[src/sv/bdq_pkg.sv]
`timescale 1ns / 1ps
// ----------------------------------------------------------------------------
// bdq_pkg
// Word types, operation kinds and status codes for the bounded deque.
// ----------------------------------------------------------------------------
package bdq_pkg;

   localparam int KindW   = 3;
   localparam int ValueW  = 32;
   localparam int StatusW = 2;
   localparam int CountW  = 5;

   // operation kinds
   localparam logic [KindW-1:0] KIND_PUSH_FRONT = 3'd0;
   localparam logic [KindW-1:0] KIND_PUSH_BACK  = 3'd1;
   localparam logic [KindW-1:0] KIND_POP_FRONT  = 3'd2;
   localparam logic [KindW-1:0] KIND_POP_BACK   = 3'd3;
   localparam logic [KindW-1:0] KIND_CLEAR      = 3'd4;

   // result status
   localparam logic [StatusW-1:0] ST_DONE  = 2'd0;
   localparam logic [StatusW-1:0] ST_EMPTY = 2'd1;
   localparam logic [StatusW-1:0] ST_FULL  = 2'd2;

   typedef struct packed {
      logic [KindW-1:0]         kind;
      logic signed [ValueW-1:0] push_value;
   } req_type;

   typedef struct packed {
      logic signed [ValueW-1:0] popped_value;
      logic [StatusW-1:0]       status;
      logic [CountW-1:0]        entry_count;
   } rsp_type;

   // broadcast to every cell of the chain
   typedef struct packed {
      logic                     en;
      logic [KindW-1:0]         kind;
      logic signed [ValueW-1:0] value;
   } cell_ctrl_type;

endpackage

[src/sv/bounded_deque.sv]
`timescale 1ns / 1ps
// ----------------------------------------------------------------------------
// bounded_deque
// Bounded double-ended queue of signed 32-bit words held in a chain of cells.
// ----------------------------------------------------------------------------
//
//  channel | direction | handshake          | word
//  --------+-----------+--------------------+------------------------------
//  req     | in        | req_valid/req_ready| kind, push_value
//  rsp     | out       | rsp_valid/rsp_ready| popped_value, status, entry_count
//
//  One word per cycle while the response is not stalled: an accepted request
//  updates the cell chain and loads its result into the output register at the same edge.
//  The pop-back path sets the cycle time: an OR across all cells' tail words.
//  Reset clears every cell's valid flag; stored words keep
//  whatever they held.
//  A stalled response holds its word; req_ready stays high while the output
//  register is empty or being taken.
//
module bounded_deque #(
   parameter int DEPTH = 16
) (
   input  logic             clock,
   input  logic             reset,
   input  logic             req_valid,
   output logic             req_ready,
   input  bdq_pkg::req_type req_data,
   output logic             rsp_valid,
   input  logic             rsp_ready,
   output bdq_pkg::rsp_type rsp_data
);
   import bdq_pkg::*;

   localparam int CW = $clog2(DEPTH + 1);

   // chain wiring
   cell_ctrl_type            ctrl;
   logic                     cell_valid [DEPTH];
   logic signed [ValueW-1:0] cell_data  [DEPTH];
   logic signed [ValueW-1:0] cell_tail  [DEPTH];
   logic signed [ValueW-1:0] tail_word;

   logic [CW-1:0] count_ff, count_in;
   logic          rsp_valid_ff;
   rsp_type       rsp_data_ff, rsp_data_in;

   logic accept, full, empty, is_push, is_pop;

   assign req_ready = !rsp_valid_ff || rsp_ready;
   assign accept    = req_valid && req_ready;

   assign full    = (count_ff == CW'(DEPTH));
   assign empty   = (count_ff == '0);
   assign is_push = (req_data.kind == KIND_PUSH_FRONT) || (req_data.kind == KIND_PUSH_BACK);
   assign is_pop  = (req_data.kind == KIND_POP_FRONT) || (req_data.kind == KIND_POP_BACK);

   // rejected pushes and pops leave the chain alone
   always_comb begin
      ctrl.en    = accept && !(is_push && full) && !(is_pop && empty);
      ctrl.kind  = req_data.kind;
      ctrl.value = req_data.push_value;
   end

   for (genvar i = 0; i < DEPTH; i++) begin : g_cell
      logic                     lv, rv;
      logic signed [ValueW-1:0] ld, rd;

      if (i == 0) begin : g_head
         // the head sees an always-valid neighbour carrying the new word
         assign lv = 1'b1;
         assign ld = req_data.push_value;
      end else begin : g_mid
         assign lv = cell_valid[i-1];
         assign ld = cell_data[i-1];
      end

      if (i == DEPTH - 1) begin : g_end
         assign rv = 1'b0;
         assign rd = '0;
      end else begin : g_inner
         assign rv = cell_valid[i+1];
         assign rd = cell_data[i+1];
      end

      bdq_cell u_cell (
         .clock      (clock),
         .reset      (reset),
         .ctrl       (ctrl),
         .left_valid (lv),
         .left_data  (ld),
         .right_valid(rv),
         .right_data (rd),
         .valid      (cell_valid[i]),
         .data       (cell_data[i]),
         .tail_data  (cell_tail[i])
      );
   end

   // at most one cell offers a non-zero tail word
   always_comb begin
      tail_word = '0;
      for (int i = 0; i < DEPTH; i++) begin
         tail_word = tail_word | cell_tail[i];
      end
   end

   // result and next count
   always_comb begin
      count_in                 = count_ff;
      rsp_data_in.popped_value = '0;
      rsp_data_in.status       = ST_DONE;
      case (req_data.kind)
         KIND_PUSH_FRONT, KIND_PUSH_BACK: begin
            if (full) begin
               rsp_data_in.status = ST_FULL;
            end else begin
               count_in = count_ff + 1'b1;
            end
         end
         KIND_POP_FRONT: begin
            if (empty) begin
               rsp_data_in.status = ST_EMPTY;
            end else begin
               rsp_data_in.popped_value = cell_data[0];
               count_in                 = count_ff - 1'b1;
            end
         end
         KIND_POP_BACK: begin
            if (empty) begin
               rsp_data_in.status = ST_EMPTY;
            end else begin
               rsp_data_in.popped_value = tail_word;
               count_in                 = count_ff - 1'b1;
            end
         end
         KIND_CLEAR: begin
            count_in = '0;
         end
         default: begin
         end
      endcase
      // count is reported modulo 32
      rsp_data_in.entry_count = CountW'(count_in);
   end

   always_ff @(posedge clock) begin
      if (reset) begin
         count_ff     <= '0;
         rsp_valid_ff <= 1'b0;
      end else begin
         if (accept) begin
            count_ff     <= count_in;
            rsp_valid_ff <= 1'b1;
         end else if (rsp_ready) begin
            rsp_valid_ff <= 1'b0;
         end
      end
   end

   always_ff @(posedge clock) begin
      if (accept) begin
         rsp_data_ff <= rsp_data_in;
      end
   end

   assign rsp_valid = rsp_valid_ff;
   assign rsp_data  = rsp_data_ff;

endmodule

[src/sv/bdq_cell.sv]
`timescale 1ns / 1ps
// ----------------------------------------------------------------------------
// bdq_cell
// One slot of the deque chain: holds a word and its valid flag, shifts
// with its neighbours on front operations, fills or drops at the tail.
// ----------------------------------------------------------------------------
module bdq_cell (
   input  logic                          clock,
   input  logic                          reset,
   input  bdq_pkg::cell_ctrl_type        ctrl,
   input  logic                          left_valid,
   input  logic signed [31:0]            left_data,
   input  logic                          right_valid,
   input  logic signed [31:0]            right_data,
   output logic                          valid,
   output logic signed [31:0]            data,
   output logic signed [31:0]            tail_data
);
   import bdq_pkg::*;

   logic                     valid_ff, valid_in;
   logic signed [ValueW-1:0] data_ff, data_in;

   always_comb begin
      valid_in = valid_ff;
      data_in  = data_ff;
      if (ctrl.en) begin
         case (ctrl.kind)
            KIND_PUSH_FRONT: begin
               valid_in = left_valid;
               data_in  = left_data;
            end
            KIND_PUSH_BACK: begin
               // first free slot takes the word
               if (!valid_ff && left_valid) begin
                  valid_in = 1'b1;
                  data_in  = ctrl.value;
               end
            end
            KIND_POP_FRONT: begin
               valid_in = right_valid;
               data_in  = right_data;
            end
            KIND_POP_BACK: begin
               if (valid_ff && !right_valid) begin
                  valid_in = 1'b0;
               end
            end
            KIND_CLEAR: begin
               valid_in = 1'b0;
            end
            default: begin
            end
         endcase
      end
   end

   always_ff @(posedge clock) begin
      if (reset) begin
         valid_ff <= 1'b0;
      end else begin
         valid_ff <= valid_in;
      end
   end

   always_ff @(posedge clock) begin
      data_ff <= data_in;
   end

   assign valid     = valid_ff;
   assign data      = data_ff;
   // only the last held cell offers its word
   assign tail_data = (valid_ff && !right_valid) ? data_ff : '0;

endmodule

[config.mk]
export PLATFORM = sky130hd
export DESIGN_NAME = bounded_deque
export DESIGN_NICKNAME = d
export VERILOG_FILES = /design/src/sv/bdq_pkg.sv /design/src/sv/bounded_deque.sv /design/src/sv/bdq_cell.sv
export SDC_FILE = /design/constraint.sdc
export NUM_CORES = 1
export LEC_CHECK = 0
export CORE_MARGIN = 2
export CORE_UTILIZATION = 47
export DETAILED_ROUTE_END_ITERATION = 7
export DONT_BUFFER_PORTS = 1
export GPL_ROUTABILITY_DRIVEN = 1
export PLACE_DENSITY = 0.59
export SYNTH_ARGS = -nofsm -noshare
export SYNTH_HDL_FRONTEND = slang
export SYNTH_HIERARCHICAL = 1
export SYNTH_SLANG_ARGS = --single-unit
[constraint.sdc]
create_clock -name clock -period 12.3 [get_ports clock]
set_input_delay 1.845 -clock clock [delete_from_list [all_inputs] [get_ports clock]]
set_output_delay 1.845 -clock clock [all_outputs]
set_load 0.01 [all_outputs]
[Yosys cells after proc, flatten, opt, wreduce, memory -nomap -nowiden]
Cells that the tools add are included.
Word-level totals
  bits in registers: 573
  bits in latches: 0
  bits in writable memories: 0
  memory bits (read-only): 0
  input port bits: 39
  output and inout bits: 41
  logic and storage cells: 278
  memories: 0
Operators by class
  add/sub/neg operators: 2
  multiply operators: 0
  divide/modulo/power cells: 0
  order comparisons: 0
  equality and inequality tests: 36
  shift-type cells: 0
  mux-type cells: 105
  bitwise gates (word level): 15
  reduce and logical (&&, ||, !) cells: 83
Operators by type and width (number)
  $pmux W32 S3: 16
  $mux W32: 34
  $or A32 B32 Y32: 15
  $pmux W1 S5: 14
  $pmux W32 S2: 1
  $ne A2 B1 Y1 const B: 30
  $reduce_and A4 Y1: 14
  $reduce_and A3 Y1: 18
  $mux W1: 33
  $logic_and A1 B1 Y1: 20
  $logic_not A1 Y1: 18
  $pmux W5 S3: 1
  $mux W5: 2
  $eq A3 B2 Y1 const B: 2
  $reduce_bool A3 Y1: 2
  $add A5 B1 Y5 const B: 1
  $eq A5 B5 Y1 const B: 1
  $logic_not A5 Y1: 1
  $reduce_bool A5 Y1: 1
  $sub A5 B1 Y5 const B: 1
  $pmux W1 S4: 1
  $pmux W2 S2: 1
  $reduce_bool A4 Y1: 1
  $reduce_or A2 Y1: 2
  other kinds (9): 11

[Longest topological paths before layout]
  word-level depth: 20
  mapped depth: 9
  mapped depth without buffers: 8

[Hierarchy]
The synthesis kept the hierarchy.
By module, submodules not included
  bdq_cell: instances 16, cells each 155, area an instance 1863.0 sq um, seq. area each 980.9 sq um
  bounded_deque: instances 1, cells each 329, area an instance 3159.3 sq um, seq. area each 1291.2 sq um

[Least setup slack after synthesis]
Ideal clock, no wire load.
  path kind: input to register
  start point: input req_data[34] in the netlist's numbering
  end point: register g_cell[0].u_cell.data_ff[0] (enable)
  setup time: 0.432 ns
  data arrival time: 5.846 ns
  data required time: 11.868 ns
  slack: 6.022 ns
  stages on the path: 6
  path buffers: 1
  cells stage by stage: clkbuf_1 > nand2b_1 > nor2_1 > nor3_1 > nand2b_1 > a21oi_1
RTL lines
  from (decl): line bounded_deque.sv:27  | input bdq_pkg::req_type req_data,
  to (signal assigned): line bdq_cell.sv:67  | data_ff <= data_in;
  to (decl): line bdq_cell.sv:22  | logic signed [ValueW-1:0] data_ff, data_in;

[Worst setup path in the final report]
  start point: input rsp_ready
  end point: output req_ready
On the way
  longest elaborated chain between the ends: 1
RTL lines
  from (decl): line bounded_deque.sv:29  | input logic rsp_ready,
  $logic_or A1 B1 Y1: line bounded_deque.sv:49  | assign req_ready = !rsp_valid_ff || rsp_ready;
  to (decl): line bounded_deque.sv:26  | output logic req_ready,
No other way between the ends.

==> flow_metrics.env <==
export IMPL_status="finished clean"
export IMPL_start_util_pct=47.2
export IMPL_final_cell_mix="551 x edfxtp_1, 545 x a22o_1, 512 x a21o_1, 512 x and2_1, 128 x nor4_1"
export IMPL_path_class="in -> out"
export IMPL_clock_skew_ns=0.0172
export IMPL_seq_area_frac_synth_pct=51.5
export IMPL_required_ns=10.45
export IMPL_grt_overflow=0
export IMPL_numClockSinks=573
export IMPL_drc=0
export IMPL_drtAntennaViolNets=0
export IMPL_grt_pass1_vias=21900
export IMPL_antennaDiodeCount=0
export IMPL_wl_per_cell_um=25.6
export IMPL_cap_violations=0
export IMPL_core_area_um2=69800
export IMPL_yosysWarnings=6
export IMPL_met2_usage_pct=34.8
export IMPL_syn_area_per_cell_um2=11.7
export IMPL_switchingPower_uw=1050
export IMPL_drt_iter0_drc=2414
export IMPL_grt_use_total_pct=26.2
export IMPL_netlist_instances=2809
export IMPL_synth_seq_cells=573
export IMPL_synthToLayoutAreaGrowth_pct=10.2
export IMPL_htree_levels=3
export IMPL_io_buffers=0
export IMPL_slew_violations=0
export IMPL_wl_um=96200
export IMPL_max_slew_margin_pct=8.44
export IMPL_p_per_area_nw_per_um2=129
export IMPL_critPathLaunchType="input port"
export IMPL_num_io_pins=80
export IMPL_clkPwrFrac_pct=42.9
export IMPL_hpwl_um=72800
export IMPL_gp_congestion=0.866
export IMPL_hp_class="reg -> reg"
export IMPL_grt_pass1_wl_um=143000
export IMPL_cts_hold_buf=0
export IMPL_path_delay_family="simple AND/OR/NAND/NOR gates"
export IMPL_synth_edf_count=551
export IMPL_finalWorstSetupSlack_ns=8.40
export IMPL_period_share_pct=31.7
export IMPL_viasPerCell=6.29
export IMPL_die_height_um=269
export IMPL_n_fill_cell=6166
export IMPL_post_cts_resized=0
export IMPL_p_comb_share_pct=8.0
export IMPL_synth_ff_type="edfxtp_1"
export IMPL_p_int_uw=3620
export IMPL_synthesis_area_um2=33000
export IMPL_worst_slew_pin_slew_ns=1.36
export IMPL_rows=97
export IMPL_pwr_share_seq_pct=49.1
export IMPL_clk_insertion_delay_late_ns=0.60
export IMPL_setup_viol=0
export IMPL_cts_post_setup_buffers_inserted=0
export IMPL_power_uw=4670
export IMPL_slowest_stage="nand2b_1"
export IMPL_worstPathCellList="nand2b_1"
export IMPL_detailroute_via_count=23600
export IMPL_finalSetupTns_ns=0
export IMPL_ys_async_sr_fraction_pct=0
export IMPL_cts_clk_slew_worst_paths_ns=0.06
export IMPL_cellLeakagePower_uw=0.0153
export IMPL_gr_max_usage_layer="met1"
export IMPL_cts_root_buf="clkbuf_16"
export IMPL_hold_violations=0
export IMPL_place_ws_ns=7.91
export IMPL_period_needed_ns=3.90
export IMPL_whs_ns=0.520
export IMPL_grtUsageMet3_pct=5.30
export IMPL_antenna_found_initial=5
export IMPL_swShare_pct=22.5
export IMPL_crit_path_end_kind="primary output"
export IMPL_numCtsBuffers=69
export IMPL_crit_buf_inv=0
export IMPL_die_area_um2=72300
export IMPL_grt_max_degree=110
export IMPL_clockBufferDepth=3
export IMPL_cp_arrival_ns=2.05
export IMPL_final_common_cell="edfxtp_1"
export IMPL_cts_tree="done"
export IMPL_synthDistinctLibCells=50
export IMPL_rsz0062_at_grt="false"
export IMPL_layout_drive_gt1_share_pct=8.72
export IMPL_max_freq_mhz=256
export IMPL_global_route_usage_met1_pct=43.3
export IMPL_peakVddDrop_mv=0.0893
export IMPL_slowest_delay_ns=0.21
export IMPL_final_nets=2804
export IMPL_dr_pass1_iters=6
export IMPL_cp_max_fo=4
export IMPL_die_w_um=269
-- registers in the layout, indices dropped and copies added (netlist names) --
signal	flops
count_ff	5
g_cell.u_cell/data	512
g_cell.u_cell/valid	16
rsp_data	39
rsp_valid	1
-- synth_stat cells (2+ instances only) --
cell type | n | area share [%]
a21boi_0 | 2 | 0.046
a21o_1 | 512 | 12
a21oi_1 | 21 | 0.32
a221oi_1 | 16 | 0.43
a22o_1 | 545 | 14
a311oi_1 | 2 | 0.053
and2_1 | 512 | 9.7
buf_2 | 147 | 2.2
buf_6 | 5 | 0.17
clkbuf_1 | 53 | 0.60
conb_1 | 2 | 0.023
dfxtp_1 | 22 | 1.3
edfxtp_1 | 551 | 50
ha_1 | 2 | 0.076
inv_1 | 23 | 0.26
mux2i_1 | 17 | 0.52
nand2_1 | 7 | 0.080
nand2b_1 | 50 | 0.95
nand3_1 | 7 | 0.11
nand4_1 | 32 | 0.61
nor2_1 | 22 | 0.25
nor2b_1 | 34 | 0.65
nor3_1 | 3 | 0.046
nor3b_2 | 32 | 1.2
nor4_1 | 128 | 2.4
o21a_1 | 3 | 0.068
o21ai_0 | 4 | 0.061
o31ai_1 | 2 | 0.046
o32ai_1 | 16 | 0.43
or3_1 | 2 | 0.038
or3b_2 | 16 | 0.43
-- worst paths after layout --
kind	slack, ns	startpoint	endpoint	cells past startpoint
hold / removal	0.52	g_cell[0].u_cell/valid	g_cell[0].u_cell/valid	2
setup reg to reg	8.99	count_ff[0]	g_cell[15].u_cell/data[5]	8
setup / recovery	8.40	rsp_ready	req_ready	1
hold reg to reg	0.52	g_cell[0].u_cell/valid	g_cell[0].u_cell/valid	2
-- power by group through the flow --
stage                     logic (µW)  registers (µW)  clock network [µW]
after floorplan                  305            2310                   0
after global placement           359            2330                   0
after detailed placement         371            2330                   0
after CTS                        372            2290                2040
after global routing             407            2300                2130
final                            372            2290                2000
-- kinds of logic after synthesis --
group           count (synthesis)  synth area share (%)
compound gates               1132                  27.8
fa+ha+maj                       2                0.0759
buf+inv                       228                  3.27
flops                         573                  51.5
mux                            18                 0.550
other cells                     2                0.0228
simple gates                  854                  16.8
-- layer usage --
metal  part of all wire, %  routed length [µm]
met1                    50               48200
met2                    39               37900
met3                   9.1                8730
met4                   1.3                1290
met5                 0.065                  63
-- per-stage QoR --
stage	area, µm²	utilization [%]	cells
floorplan	33100	-	2844
global placement	34200	48.9	3632
detailed placement	34200	48.9	3632
CTS	36300	52.1	3751
global route	36300	52.1	3751
finish	36300	52.1	3751
-- final cells by class --
| type | count | area [µm²] | share of cell area (%) |
|---|---|---|---|
| tap | 940 | 1180 | 3.24 |
| sequential | 573 | 17000 | 46.8 |
| timing repair buffer | 53 | 398 | 1.10 |
| multi-input combinational | 2043 | 15500 | 42.7 |
| clock buffer | 92 | 1900 | 5.22 |
| clock inverter | 27 | 277 | 0.761 |
| inverter | 23 | 86.3 | 0.238 |
Power figures use the tool's default switching activity.
